File: src/sv/cau_pkg.sv
// Shared types for the complex arithmetic unit: command codes and the
// per-item control group that travels down the pipeline. No dependencies.
package cau_pkg;

	typedef enum logic [1:0] {
		CMD_ADD = 2'd0,
		CMD_SUB = 2'd1,
		CMD_MUL = 2'd2,
		CMD_DIV = 2'd3
	} cmd_t;

	typedef struct packed {
		cmd_t cmd;
		logic dz;
		logic neg_re;
		logic neg_im;
		logic ovf_re;
		logic ovf_im;
	} item_ctl_t;

endpackage

File: src/sv/cau_div_stage.sv
// One restoring-division stage: one quotient bit for each result part.
// Depends on cau_pkg.
module cau_div_stage import cau_pkg::*; #(
	parameter int W = 32
) (
	input  logic           clk,
	input  logic           en,
	input  item_ctl_t      ctl_in,
	input  logic [2*W-1:0] den_in,
	input  logic [2*W-1:0] rem_re_in,
	input  logic [2*W-1:0] rem_im_in,
	input  logic [W-1:0]   low_re_in,
	input  logic [W-1:0]   low_im_in,
	input  logic [W-1:0]   quo_re_in,
	input  logic [W-1:0]   quo_im_in,
	output item_ctl_t      ctl_out,
	output logic [2*W-1:0] den_out,
	output logic [2*W-1:0] rem_re_out,
	output logic [2*W-1:0] rem_im_out,
	output logic [W-1:0]   low_re_out,
	output logic [W-1:0]   low_im_out,
	output logic [W-1:0]   quo_re_out,
	output logic [W-1:0]   quo_im_out
);
	localparam int PW = 2*W;

	item_ctl_t     ctl_s1;
	logic [PW-1:0] den_s1, rem_re_s1, rem_im_s1;
	logic [W-1:0]  low_re_s1, low_im_s1, quo_re_s1, quo_im_s1;

	logic [PW:0]   step_re, step_im;
	logic          is_div;

	// returns {quotient bit, next remainder}
	function automatic logic [PW:0] div_step(input logic [PW-1:0] rem,
			input logic nbit, input logic [PW-1:0] d);
		logic [PW:0] trial;
		logic [PW:0] diff;
		trial = {rem, nbit};
		diff  = trial - {1'b0, d};
		if (!diff[PW])
			div_step = {1'b1, diff[PW-1:0]};
		else
			div_step = {1'b0, trial[PW-1:0]};
	endfunction

	assign is_div  = (ctl_in.cmd == CMD_DIV);
	assign step_re = div_step(rem_re_in, low_re_in[W-1], den_in);
	assign step_im = div_step(rem_im_in, low_im_in[W-1], den_in);

	always_ff @(posedge clk) begin
		if (en) begin
			ctl_s1    <= ctl_in;
			den_s1    <= den_in;
			low_re_s1 <= low_re_in << 1;
			low_im_s1 <= low_im_in << 1;
			quo_re_s1 <= {quo_re_in[W-2:0], step_re[PW]};
			quo_im_s1 <= {quo_im_in[W-2:0], step_im[PW]};
			// other commands keep their magnitude in the remainder slot
			rem_re_s1 <= is_div ? step_re[PW-1:0] : rem_re_in;
			rem_im_s1 <= is_div ? step_im[PW-1:0] : rem_im_in;
		end
	end

	assign ctl_out    = ctl_s1;
	assign den_out    = den_s1;
	assign rem_re_out = rem_re_s1;
	assign rem_im_out = rem_im_s1;
	assign low_re_out = low_re_s1;
	assign low_im_out = low_im_s1;
	assign quo_re_out = quo_re_s1;
	assign quo_im_out = quo_im_s1;

endmodule

File: config.mk
export PLATFORM = sky130hd
export DESIGN_NAME = cau_div_stage
export DESIGN_NICKNAME = d
export VERILOG_FILES = /design/src/sv/cau_pkg.sv /design/src/sv/cau_div_stage.sv
export SDC_FILE = /design/constraint.sdc
export NUM_CORES = 1
export LEC_CHECK = 0
export ABC_CLOCK_PERIOD_IN_PS = 3000
export BUFFER_PORTS_ARGS = -buffer_cell sky130_fd_sc_hd__buf_2
export CAP_MARGIN = 20
export CORE_AREA = 4 4 256 258
export DETAILED_ROUTE_END_ITERATION = 8
export DIE_AREA = 0 0 260 262
export PLACE_DENSITY_LB_ADDON = 0.25
export SLEW_MARGIN = 20
export SYNTH_ARGS = -nofsm -noshare
export SYNTH_HDL_FRONTEND = slang
export SYNTH_SLANG_ARGS = --single-unit
export TNS_END_PERCENT = 5
File: constraint.sdc
create_clock -name clk -period 3 [get_ports clk]
set_input_delay 0.3 -clock clk [delete_from_list [all_inputs] [get_ports clk]]
set_output_delay 0.3 -clock clk [all_outputs]
set_load 0.005 [all_outputs]
==> results by stage <==
Run status:
- The flow ran to the end, and the final reports show no timing, DRC or antenna violations.

CTS:
- The tree is rooted in a sky130_fd_sc_hd__clkbuf_16.
- The CTS sink count is 325.
- TritonCTS built the clock tree.
- The number of buffers between clock root and the deepest sink is 3.
- CTS built an H-tree with a depth of 2.
- The TritonCTS buffer count is 39.
- After clock tree synthesis, the clock-pin slew on the worst setup and hold paths is 0.07 ns.

STA:
- Setup repair after global routing could not meet its margin everywhere.
- Derived from the worst setup path, the maximum achievable clock frequency is 0.334 GHz.
- The minimum hold slack is 0.0719 ns.
- Setup violations remaining at the end of the flow were counted as 0.
- For the finished layout, the period the worst path requires is 2.99 ns.
- The number of endpoints with negative hold slack in the final report is 0.
- Across all setup checks in the final design, the least slack found is 0.00763 ns.
- For the pin with the worst max-slew slack, the measured transition is 0.664 ns.
- The relative max-transition margin is 55.3%.
- The final critical path takes up 99.7% of the cycle.
- The number of slew-limit violations in the final report is 0.

Pwr:
- The net switching power is 4.98 mW.
- The largest voltage drop on the vdd net is 0.384 mV.
- Of the total power, combinational logic draws 34.6%.
- The switching share of power is 31.1%.
- The share of total power in sequential cells is 35.2%.
- The power density over cell area is 474 nW/µm².
- The clock group share of total power is 30.2%.
- The internal power of the cells totals 11.0 mW.
- For this design the static power due to leakage is 15.2 nW.
- Total power for the finished layout comes to 16.0 mW.

Route:
- Using the TritonRoute via totals, the vias-per-cell ratio works out to 5.08.
- The routed layout has 22700 vias.
- For this block, the routed nets add up to 93800 µm of wire.
- Dividing the detail-routed wire length by the instance count gives 21.0 µm.
- After detailed routing, the number of remaining DRC violations is 0.
- The detailed router's first-iteration violation count is 1642.
- The detailed-router iteration count before antenna repair is 5.
- The count of nets left with antenna violations after detail routing is 0.

Final layout:
- The layout net count is 4028.
- The area taken by flip-flops and latches is 9760 µm².
- The multi-input combinational cells in the finished layout cover a total of 10700 µm².
- The synthesis-to-layout area growth is 63.8%.
- Of the cells placed in the final design, the portion with a size suffix greater than 1 is 41.9%.
- The final cell count without fillers is 4458.
- The number of fill cells is 5745.

Floorplan:
- The die is 262 µm tall.
- The I/O pin count is 656.
- The floorplan die area is 68100 µm².
- The core region is 63000 µm².
- The die extent in x is 260 µm.
- For this configuration, the core starts out at a cell density of 32.7%.
- The initialized floorplan defines 92 standard-cell rows.

Global routing:
- The number of antenna violations at the first check in global routing is 23.
- The all-layer global routing usage is 25.3%.
- The first global-routing pass estimated 133000 µm of wire.
- The number of global-route vias before repair was 22400.
- Entering global routing, the biggest net connects 137 pins.
- The global route total overflow is 0.

Critical path:
- The critical path class is in2reg.
- Along the worst path, the maximum fanout reaches 12.
- The startpoint kind of the worst setup timing path is a primary input.
- The required time at the worst-slack endpoint is 3.31 ns.
- The endpoint class of the critical path is a register.
- Data on the critical path arrives at its endpoint at 3.30 ns.

Placement:
- In this run, placement finished with an instance count of 4148.
- The post-placement worst setup slack is -1.08 ns.
- The HPWL after detailed placement is 71100 µm.
- During placement, the flow inserted port buffers numbering 651.
- The routability congestion estimate from global placement is 0.924.

Synth:
- In this run the mean area of a mapped cell was 9.61 µm².
- The share of flip-flops with an asynchronous set or reset after synthesis is 0%.
- Counting flops and latches in the post-synthesis netlist gives 325.
- After technology mapping, the gate count stands at 2144.
- The synthesized design contains 325 enable-type register cells.
- The count of warnings emitted by yosys is 0.
- The netlist uses 83 different library cells.
- Among all flip-flop cells after synthesis, the most frequent one is sky130_fd_sc_hd__edfxtp_1.
- The mapped netlist covers 20600 µm².
- The share of the Yosys chip area taken by registers is 47.3%.

Worst hold path:
- In this run the worst hold path is classified as in2reg.

Flow run:
- The tool flagged a number of max-cap violations equal to 0.
-- area by class of cell --
cell class / instances / share of cell area [%]
antenna: 18 / 0.133
timing repair buffer: 1501 / 31.3
tap: 846 / 3.14
inverter: 93 / 1.07
sequential: 325 / 28.9
clock inverter: 21 / 0.734
multi-input combinational: 1609 / 31.7
clock buffer: 45 / 3.02
-- critical path, stage by stage --
cell and delay (ns):
sky130_fd_sc_hd__buf_4 0.10, sky130_fd_sc_hd__inv_2 0.05, sky130_fd_sc_hd__buf_4 0.14, sky130_fd_sc_hd__ha_4 0.28, sky130_fd_sc_hd__nand4_1 0.18, sky130_fd_sc_hd__nor4_2 0.25, sky130_fd_sc_hd__buf_4 0.16, sky130_fd_sc_hd__nand4_1 0.16
sky130_fd_sc_hd__a211oi_4 0.30, sky130_fd_sc_hd__nor3_4 0.08, sky130_fd_sc_hd__o2111ai_2 0.21, sky130_fd_sc_hd__nand2_2 0.14, sky130_fd_sc_hd__xor2_4 0.24, sky130_fd_sc_hd__clkinv_4 0.16, sky130_fd_sc_hd__clkbuf_16 0.22, sky130_fd_sc_hd__nand2_1 0.07
sky130_fd_sc_hd__a31oi_1 0.09, sky130_fd_sc_hd__buf_4 0.19
-- final timing paths --
check | startpoint | end | slack, ns | depth (start not counted)
worst max-delay path | den_in[43] | rem_re_out[34] | 0.008 | 18
worst min-delay path | rem_re_in[60] | rem_re_out[60] | 0.07 | 3
-- registers in the layout (all words and copies together) (netlist names) --
register / cells
den_out: 64
rem_im_out: 64
rem_re_out: 64
quo_im_out: 32
quo_re_out: 32
low_im_out: 31
low_re_out: 31
ctl_out: 7
-- metal layers --
metal  track usage, %  vias up  wire [µm]
met5                0        -         64
met4             9.71        8       4050
met3             4.27      164       6240
met2             45.2      873      46600
li1                 -    10800          -
met1             30.5    10800      36800
-- repair_timing --
item	in CTS	in global routing
hold endpoints to repair	194	0
hold buffers	194	0
resized for setup	44	140
pin swaps	24	45
setup buffers	10	16
gates cloned	2	7
setup endpoints to repair	126	128
-- metrics by stage --
step / TNS [ns] / utilization, % / cell area (µm²)
2_1_floorplan: -0.0242 / - / 20600
3_3_place_gp: -99.09 / 46.4 / 29200
3_5_place_dp: -104.66 / 46.4 / 29200
4_1_cts: -0.0632 / 52.1 / 32800
5_1_grt: -3.80 / 53.6 / 33800
6_report: 0 / 53.6 / 33800
-- power by group through the flow --
stage | Combinational, mW | Sequential, mW | Clock [mW]
floorplan | 2.11 | 5.75 | 0
global route | 5.99 | 5.66 | 5.13
detailed placement | 4.71 | 5.71 | 0
CTS | 5.09 | 5.63 | 4.96
global placement | 4.69 | 5.72 | 0
finish | 5.54 | 5.63 | 4.83
-- layout by cell type, fill, tap and decap left out, types with 34 or more instances in the layout --
cell	n
sky130_fd_sc_hd__xnor2_1	71
sky130_fd_sc_hd__a31oi_1	106
sky130_fd_sc_hd__edfxtp_1	325
sky130_fd_sc_hd__nand3_1	63
sky130_fd_sc_hd__nor2_1	179
sky130_fd_sc_hd__xor2_1	39
sky130_fd_sc_hd__nand2_1	300
sky130_fd_sc_hd__a21oi_1	157
sky130_fd_sc_hd__dlygate4sd3_1	194
sky130_fd_sc_hd__buf_2	644
sky130_fd_sc_hd__clkbuf_16	47
sky130_fd_sc_hd__nand2_2	34
sky130_fd_sc_hd__buf_4	626
sky130_fd_sc_hd__inv_1	82
sky130_fd_sc_hd__ha_1	105
sky130_fd_sc_hd__nand4_1	46
sky130_fd_sc_hd__a21o_1	59
sky130_fd_sc_hd__o21ai_0	77
-- synthesized netlist by cell type, types with 8 or more instances --
library cell / n / area, µm²
sky130_fd_sc_hd__nor2_1: 181 / 679
sky130_fd_sc_hd__o21ai_0: 83 / 415
sky130_fd_sc_hd__nor2b_1: 16 / 100
sky130_fd_sc_hd__a21o_1: 59 / 443
sky130_fd_sc_hd__xor2_1: 39 / 342
sky130_fd_sc_hd__ha_1: 128 / 1600
sky130_fd_sc_hd__o21a_1: 20 / 150
sky130_fd_sc_hd__o211ai_1: 18 / 135
sky130_fd_sc_hd__and3_1: 9 / 56.3
sky130_fd_sc_hd__a21oi_1: 166 / 831
sky130_fd_sc_hd__clkbuf_1: 63 / 236
sky130_fd_sc_hd__and2_1: 14 / 87.6
sky130_fd_sc_hd__o21ai_1: 16 / 80.1
sky130_fd_sc_hd__edfxtp_1: 325 / 9760
sky130_fd_sc_hd__a211oi_1: 17 / 128
sky130_fd_sc_hd__o31ai_1: 19 / 143
sky130_fd_sc_hd__or3_1: 9 / 56.3
sky130_fd_sc_hd__nand2b_1: 16 / 100
sky130_fd_sc_hd__and4_1: 8 / 70.1
sky130_fd_sc_hd__nor3_1: 25 / 125
sky130_fd_sc_hd__buf_4: 8 / 60.1
sky130_fd_sc_hd__a31oi_1: 115 / 719
sky130_fd_sc_hd__xnor2_1: 71 / 622
sky130_fd_sc_hd__inv_1: 91 / 342
sky130_fd_sc_hd__buf_2: 40 / 200
sky130_fd_sc_hd__nand2_1: 332 / 1250
sky130_fd_sc_hd__nand3_1: 68 / 340
sky130_fd_sc_hd__nand4_1: 46 / 288
sky130_fd_sc_hd__o21bai_1: 23 / 173
-- cell families (layout without fill, tap and decap cells) --
group | after synthesis | after routing | synth area share (%)
compound gates | 607 | 607 | 18.9
simple gates | 757 | 757 | 16.5
buf+inv | 211 | 1660 | 4.35
flops | 325 | 325 | 47.3
xor+xnor | 112 | 112 | 4.83
other cells | 1 | 20 | 0.0182
mux | 1 | 1 | 0.0486
fa+ha+maj | 130 | 130 | 7.96
(Power assumes the default switching activity.)
