[src/sv/cau_pkg.sv]
// Shared types for the complex arithmetic unit: command codes and the
// per-item control group that travels down the pipeline. No dependencies.
package cau_pkg;

	typedef enum logic [1:0] {
		CMD_ADD = 2'd0,
		CMD_SUB = 2'd1,
		CMD_MUL = 2'd2,
		CMD_DIV = 2'd3
	} cmd_t;

	typedef struct packed {
		cmd_t cmd;
		logic dz;
		logic neg_re;
		logic neg_im;
		logic ovf_re;
		logic ovf_im;
	} item_ctl_t;

endpackage

[src/sv/cau_back.sv]
// Output stage: magnitude select, saturation, sign restore and flags.
// Depends on cau_pkg.
module cau_back import cau_pkg::*; #(
	parameter int W = 32
) (
	input  logic                clk,
	input  logic                en,
	input  item_ctl_t           ctl,
	input  logic [2*W-1:0]      rem_re,
	input  logic [2*W-1:0]      rem_im,
	input  logic [W-1:0]        quo_re,
	input  logic [W-1:0]        quo_im,
	output logic signed [W-1:0] res_real,
	output logic signed [W-1:0] res_imag,
	output logic                overflow_flag,
	output logic                div_zero_flag
);
	localparam int PW = 2*W;
	localparam logic [PW-1:0] LIM_NEG = PW'(1) << (W-1);
	localparam logic [PW-1:0] LIM_POS = LIM_NEG - PW'(1);
	localparam logic [PW-1:0] BIG     = PW'(1) << W;

	logic [W-1:0]  res_re_q, res_im_q;
	logic          ovf_q, dz_q;

	logic          is_div;
	logic [PW-1:0] mag_re, mag_im, lim_re, lim_im, sat_re_m, sat_im_m;
	logic          sat_re, sat_im;
	logic [W-1:0]  out_re, out_im;

	assign is_div = (ctl.cmd == CMD_DIV);

	always_comb begin
		if (is_div) begin
			mag_re = ctl.ovf_re ? BIG : PW'(quo_re);
			mag_im = ctl.ovf_im ? BIG : PW'(quo_im);
		end else begin
			mag_re = rem_re;
			mag_im = rem_im;
		end
		lim_re   = ctl.neg_re ? LIM_NEG : LIM_POS;
		lim_im   = ctl.neg_im ? LIM_NEG : LIM_POS;
		sat_re   = mag_re > lim_re;
		sat_im   = mag_im > lim_im;
		sat_re_m = sat_re ? lim_re : mag_re;
		sat_im_m = sat_im ? lim_im : mag_im;
		out_re   = ctl.neg_re ? -sat_re_m[W-1:0] : sat_re_m[W-1:0];
		out_im   = ctl.neg_im ? -sat_im_m[W-1:0] : sat_im_m[W-1:0];
	end

	always_ff @(posedge clk) begin
		if (en) begin
			res_re_q <= ctl.dz ? '0 : out_re;
			res_im_q <= ctl.dz ? '0 : out_im;
			ovf_q    <= !ctl.dz && (sat_re || sat_im);
			dz_q     <= ctl.dz;
		end
	end

	assign res_real      = res_re_q;
	assign res_imag      = res_im_q;
	assign overflow_flag = ovf_q;
	assign div_zero_flag = dz_q;

endmodule

[config.mk]
export PLATFORM = sky130hd
export DESIGN_NAME = cau_back
export DESIGN_NICKNAME = d
export VERILOG_FILES = /design/src/sv/cau_pkg.sv /design/src/sv/cau_back.sv
export SDC_FILE = /design/constraint.sdc
export NUM_CORES = 1
export LEC_CHECK = 0
export BUFFER_PORTS_ARGS = -buffer_cell sky130_fd_sc_hd__buf_2
export CAP_MARGIN = 20
export CORE_MARGIN = 2
export CORE_UTILIZATION = 48
export CTS_CLUSTER_SIZE = 24
export DETAILED_ROUTE_END_ITERATION = 6
export GPL_ROUTABILITY_DRIVEN = 0
export MAX_ROUTING_LAYER = met4
export PLACE_DENSITY = 0.77
export SYNTH_ARGS = -nofsm -noshare
export SYNTH_HDL_FRONTEND = slang
export SYNTH_SLANG_ARGS = --single-unit
[constraint.sdc]
create_clock -name clk -period 9.6 [get_ports clk]
set_input_delay 2.4 -clock clk [delete_from_list [all_inputs] [get_ports clk]]
set_output_delay 2.4 -clock clk [all_outputs]
set_load 0.01 [all_outputs]
==> impl_metrics.json, run 1 <==
{
  "p_int_w": 0.0006554,
  "ys_warn_count": 0,
  "worstHoldPathCells": 4,
  "finalWirelength_mm": 25.83,
  "ir_drop_uv": 85.14,
  "synthArstFlopShare_pct": 0,
  "die-width_um": 130.8,
  "startpoint": "ctl[5]",
  "tightestPinTransition_ns": 1.094,
  "setup_viol": 0,
  "diodes": 0,
  "maxCapViolations": 0,
  "syn_inst": 948,
  "wl_per_cell_um": 18.53,
  "relSlewSlack_pct": 26.28,
  "synthesis.nets": 1215,
  "port_buffers": 266,
  "switchingPower_w": 0.0003443,
  "clkPwrFrac_pct": 29.2,
  "grt_pass1_wl_mm": 39.70,
  "synth_seq_cells": 66,
  "max_freq_mhz": 124.9,
  "outcome": "completed",
  "grt_usage_pct": 30.60,
  "hp-start": "rem_re[18]",
  "num_rows": 46,
  "num_io_pins": 267,
  "synth-edff-count": 66,
  "clock_path_buffers": 2,
  "hold_violations": 0,
  "synth_area_um2": 7715,
  "crit_required_ns": 9.75,
  "die_h_um": 130.8,
  "seq_area_frac_synth_pct": 25.69,
  "drc": 0,
  "route.detailed.vias_per_inst": 6.062,
  "clk_pin_slew_ns": 0.06,
  "drt_iter0_drc": 1010,
  "synth-main-ff-cell": "edfxtp_1",
  "cts.sinks": 66,
  "place_inst": 1379,
  "syn_to_final_growth_pct": 20.95,
  "layout.cells.non_filler": 1394,
  "fin_crit_sh_pct": 83.40,
  "postCtsSetupRepairBufs": 0,
  "path_max_fanout": 25,
  "root_buffer": "clkbuf_16",
  "layout_common_cells": "buf_2, a21oi_1, nand2_1",
  "nets": 1441,
  "min_period_ns": 8.006,
  "rsz0062_at_grt": "false",
  "leakage_nw": 4.249,
  "crit_path_start_kind": "primary input",
  "yosysUniqueCellTypes": 82,
  "cts_buffers": 9,
  "layout-drive-gt1-share_pct": 29.12,
  "switching_share_pct": 34.44,
  "cts_resized": 0,
  "report.final.slew_viol_count": 0,
  "crit_path_end_kind": "flip-flop",
  "grt_max_degree": 70,
  "layout_commonest_cell": "buf_2",
  "initial_core_util_pct": 48.92,
  "setup_tns_ns": 0,
  "coreArea_um2": 15770,
  "power_density_nw_per_um2": 107.1,
  "dr.pass1.iters": 6,
  "cts_tree": "built",
  "final_antenna_net_count": 0,
  "grt-ovfl-total": 0,
  "pwr-share-comb_pct": 35.2,
  "htree_levels": 3,
  "ctsHoldBuffers": 0,
  "vias": 8451,
  "hp-class": "in2reg",
  "antenna_found_initial": 0,
  "fin_util_pct": 59.17,
  "place_hpwl_mm": 19.60,
  "cp_data_arrival_time_ns": 8.16,
  "syn_area_per_cell_um2": 8.138,
  "holdPathEnd": "res_real[18]",
  "critical_path_class": "in2reg",
  "grt_pass1_vias": 7789,
  "seq_power_share_pct": 35.6,
  "design.die.area_um2": 17100
}
==> state kept, by name, summed over array words and instances (netlist names) <==
register,flops
overflow_flag,1
div_zero_flag,1
res_real,32
res_imag,32
==> cell families after synthesis <==
| family | count (synthesis) | share of synthesized area (%) |
|---|---|---|
| flops | 66 | 25.69 |
| simple gates | 384 | 28.61 |
| compound gates | 261 | 22.01 |
| xor+xnor | 6 | 0.6811 |
| fa+ha+maj | 66 | 10.70 |
| buf+inv | 130 | 7.558 |
| mux | 35 | 4.752 |
==> worst max-delay path, cell delays in order <==
cell and delay (ns):
buf_2 0.40, and2_1 0.67, buf_4 0.38, mux2_4 0.35, inv_2 0.08, ha_1 0.14
nand4_1 0.13, nor4_1 0.47, a221o_1 0.24, o311a_1 0.28, o21ai_0 0.41, nand2_1 0.24
ha_1 0.29, clkinv_1 0.30, or4b_1 0.61, and2_1 0.25, o211a_1 0.24, a2111oi_2 0.27
==> layout make-up <==
cell class	instances	area [um^2]
clock buffer	11	232.7
inverter	68	255.2
tap	216	270.3
timing repair buffer	277	1414
fill	1453	6439
multi-input combinational	752	5157
clock inverter	4	20.02
sequential	66	1982
==> power by group through the flow <==
stage / Clock [W] / Sequential [W] / Combinational [W]
floorplan: 0 / 0.000375 / 0.000200
global placement: 0 / 0.000362 / 0.000338
detailed placement: 0 / 0.000361 / 0.000345
CTS: 0.000296 / 0.000356 / 0.000347
global route: 0.000306 / 0.000358 / 0.000390
finish: 0.000292 / 0.000356 / 0.000352
==> stage by stage <==
stage          hold slack, ns  power (W)  setup slack, ns  area, um^2
2_1_floorplan           2.499  0.0005752            1.356        7715
3_3_place_gp            2.809  0.0007001            1.563        9079
3_5_place_dp            2.809  0.0007069            1.331        9079
4_1_cts                 2.573  0.0009986            1.691        9331
5_1_grt                 2.622   0.001054            1.187        9331
6_report                2.604  0.0009997            1.594        9331
==> metal layers <==
metal	global-route usage (%)	vias to the layer above	share of wire [%]	wire, um
met4	8.323	0	1.7	439
met2	47.37	540	45	11590
met1	41.25	3833	43	11160
met5	-	-	0	0
li1	-	4039	-	-
met3	5.782	39	10	2631
==> synthesized netlist by cell type, drive strengths merged, types with 5 or more instances <==
| cell | count | area share [%] |
|---|---|---|
| nor4 | 26 | 2.5 |
| nand2 | 104 | 5.3 |
| nand4b | 7 | 0.99 |
| nor3b | 12 | 1.2 |
| nand4 | 26 | 2.1 |
| inv | 65 | 3.2 |
| a21oi | 126 | 9.0 |
| and4b | 29 | 3.9 |
| a21o | 16 | 1.6 |
| mux2 | 10 | 1.5 |
| o21ai | 38 | 2.5 |
| a311oi | 8 | 0.91 |
| nand3b | 9 | 0.88 |
| nand3 | 25 | 1.6 |
| nand2b | 14 | 1.1 |
| o31ai | 8 | 0.78 |
| clkbuf | 40 | 1.9 |
| xnor2 | 6 | 0.68 |
| a211oi | 8 | 0.84 |
| a31oi | 6 | 0.49 |
| ha | 66 | 11 |
| buf | 22 | 2.3 |
| a211o | 5 | 0.57 |
| nor3 | 34 | 2.5 |
| or3 | 9 | 0.73 |
| edfxtp | 66 | 26 |
| mux2i | 25 | 3.2 |
| a2111oi | 6 | 0.84 |
| nor2 | 63 | 3.1 |
==> how the worst max path moves through the flow <==
stage               slack, ns            to  cells past startpoint
finish                   1.59  res_real[20]                     18
global route             1.19  res_imag[26]                     19
CTS                      1.69  res_imag[28]                     21
detailed placement       1.33  res_imag[28]                     21
global placement         1.56  res_imag[28]                     21
floorplan                1.36  res_imag[26]                     28
Note: power is estimated with default switching activity, not from simulation.
==> inputs of run 2 (changes only) <==
--- a/config.mk
+++ b/config.mk
@@ -5,15 +5,16 @@
 export SDC_FILE = /design/constraint.sdc
 export NUM_CORES = 1
 export LEC_CHECK = 0
+export ABC_AREA = 1
 export BUFFER_PORTS_ARGS = -buffer_cell sky130_fd_sc_hd__buf_2
 export CAP_MARGIN = 20
 export CORE_MARGIN = 2
-export CORE_UTILIZATION = 48
+export CORE_UTILIZATION = 46
 export CTS_CLUSTER_SIZE = 24
 export DETAILED_ROUTE_END_ITERATION = 6
 export GPL_ROUTABILITY_DRIVEN = 0
 export MAX_ROUTING_LAYER = met4
-export PLACE_DENSITY = 0.77
+export PLACE_DENSITY = 0.78
 export SYNTH_ARGS = -nofsm -noshare
 export SYNTH_HDL_FRONTEND = slang
 export SYNTH_SLANG_ARGS = --single-unit
==> constraint.sdc (replaced) <==
create_clock -name clk -period 7 [get_ports clk]
set_input_delay 1.75 -clock clk [delete_from_list [all_inputs] [get_ports clk]]
set_output_delay 1.75 -clock clk [all_outputs]
set_load 0.01 [all_outputs]
==> run 2 against run 1 <==
  * Total power increased by 35%
  * Worst hold slack got worse by 0.74 ns
  * Global-route usage decreased by 3.8 points
  * Critical endpoint is now res_real[26]
  * Largest cell class unchanged
==> impl_metrics.json, run 2 <==
{
  "fin_crit_sh_pct": 82.01,
  "synth.top_cell.area_share_pct": 27.66,
  "num_io_pins": 267,
  "cts_tree": "built",
  "seq_area_frac_synth_pct": 27.66,
  "synth_area_leader_cell": "edfxtp_1",
  "crit_path_end_kind": "flip-flop",
  "grt_pass1_vias": 7008,
  "num_rows": 45,
  "synthArstFlopShare_pct": 0,
  "design.die.area_um2": 16590,
  "crit_required_ns": 7.08,
  "min_period_ns": 5.741,
  "syn_to_final_growth_pct": 23.15,
  "cts_buffers": 9,
  "leakage_nw": 4.512,
  "setup_tns_ns": 0,
  "grt_max_degree": 67,
  "antenna_found_initial": 1,
  "design_area_um2": 8825,
  "hold_slack_ns": 1.864,
  "cts.sinks": 66,
  "htree_levels": 3,
  "ctsHoldBuffers": 0,
  "layout-drive-gt1-share_pct": 26.01,
  "final_antenna_net_count": 0,
  "hp-start": "ctl[4]",
  "place_inst": 1456,
  "synth_seq_cells": 66,
  "maxCapViolations": 0,
  "place_area_um2": 8559,
  "layout_commonest_cell": "nand2_1",
  "synthesis.nets": 1303,
  "synth-main-ff-cell": "edfxtp_1",
  "report.final.slew_viol_count": 0,
  "synth_area_leaders": "edfxtp_1, nand2_1, ha_1, nor2_1, a22o_1",
  "cp_data_arrival_time_ns": 5.83,
  "max_freq_mhz": 174.2,
  "synth_common_cells": "nand2_1, nor2_1, inv_1, edfxtp_1, ha_1",
  "clock_path_buffers": 2,
  "grt_usage_pct": 26.78,
  "hold_violations": 0,
  "root_buffer": "clkbuf_16",
  "drt_iter0_drc": 712,
  "wl_per_cell_um": 15.03,
  "cts_resized": 0,
  "syn_inst": 1036,
  "postCtsSetupRepairBufs": 0,
  "synth-edff-count": 66,
  "dr.pass1.iters": 5,
  "die_h_um": 128.8,
  "tightestPinTransition_ns": 0.8194,
  "yosysMostFrequentCell": "nand2_1",
  "path_max_fanout": 35,
  "p_total_w": 0.001346,
  "crit_path_start_kind": "primary input",
  "finalWirelength_mm": 22.14,
  "power_density_nw_per_um2": 152.5,
  "vias": 8084,
  "synth_area_um2": 7166,
  "grt_pass1_wl_mm": 34.43,
  "coreArea_um2": 15200,
  "yosysUniqueCellTypes": 45,
  "drc": 0,
  "layout.cells.non_filler": 1473,
  "nets": 1546,
  "die-width_um": 128.8,
  "port_buffers": 266,
  "ir_drop_uv": 113.8,
  "route.detailed.vias_per_inst": 5.488,
  "outcome": "completed",
  "critical_path_class": "in2reg",
  "setup_viol": 0,
  "rsz0062_at_grt": "false",
  "relSlewSlack_pct": 45.37,
  "layout_common_cells": "nand2_1, buf_2, nor2_1",
  "startpoint": "ctl[5]",
  "clk_pin_slew_ns": 0.05,
  "ys_warn_count": 0,
  "hp-class": "in2reg",
  "place_hpwl_mm": 17.76,
  "syn_area_per_cell_um2": 6.917,
  "initial_core_util_pct": 47.14,
  "grt-ovfl-total": 0
}
run 2: cell types whose count changed after synthesis, sizes merged, moves of 18 or more:
cell / delta
nor3: -18
nor2: +101
a22o: +52
clkbuf: -26
nor4: -25
nand2: +199
a21oi: -62
and4b: -29
mux2i: -25
nand3: +44
run 2: layout make-up:
cell class	instances	area, um^2
Fill cell	1506	6377
Multi-Input combinational cell	852	4666
Sequential cell	66	1982
Timing Repair Buffer	274	1391
Inverter	76	285.3
Tap cell	188	235.2
Clock buffer	10	229.0
Clock inverter	6	33.78
Antenna cell	1	2.502
run 2: worst max-delay path: stages:
cell and delay (ns):
buf_2 0.08, nand2_2 0.35, nor2_2 0.36, buf_4 0.35, a22o_1 0.24, ha_1 0.26, nand2_1 0.15, o21a_1 0.14
nand2_1 0.05, a21oi_1 0.16, nand3_2 0.15, nand3_2 0.30, inv_1 0.07, a21oi_1 0.21, ha_1 0.20, nand3_1 0.14
inv_1 0.10, nand2_1 0.13, nor2_2 0.20, nand3_1 0.17, a21oi_1 0.17, nor2_1 0.06
run 2: routing by layer:
layer,track usage [%],wire length (um),vias to the layer above
li1,-,-,4049
met1,39.44,10220,3631
met2,38.75,9509,381
met3,3.451,2050,23
met4,6.905,355,0
met5,-,0,-
run 2: stage by stage:
stage               util (%)  setup slack, ns
floorplan                  -            1.504
finish                 58.05            1.259
global route           58.05           0.7737
CTS                    58.03            1.323
detailed placement     56.30           0.9570
global placement       56.30            1.076
run 2: report_power, final:
part	leakage [nW]	switching, W	internal [W]
Clock	0.127	0.000163	0.000236
Combinational	3.74	0.000279	0.000180
Sequential	0.641	0.00000872	0.000479
run 2: worst paths after layout:
path / end / cells after the start
worst max-delay path: res_real[26] / 22
worst min-delay path: div_zero_flag / 1
run 2: logic make-up (layout without fill, tap and decap cells):
logic type,Yosys count,in the layout,share of synthesized area (%)
AND/OR/NAND/NOR,579,579,34.73
AO/OA/AOI/OAI,207,207,18.75
buffers and inverters,118,366,7.334
adder cells (fa/ha/maj),66,66,11.52
flip-flops,66,66,27.66
other,0,1,0
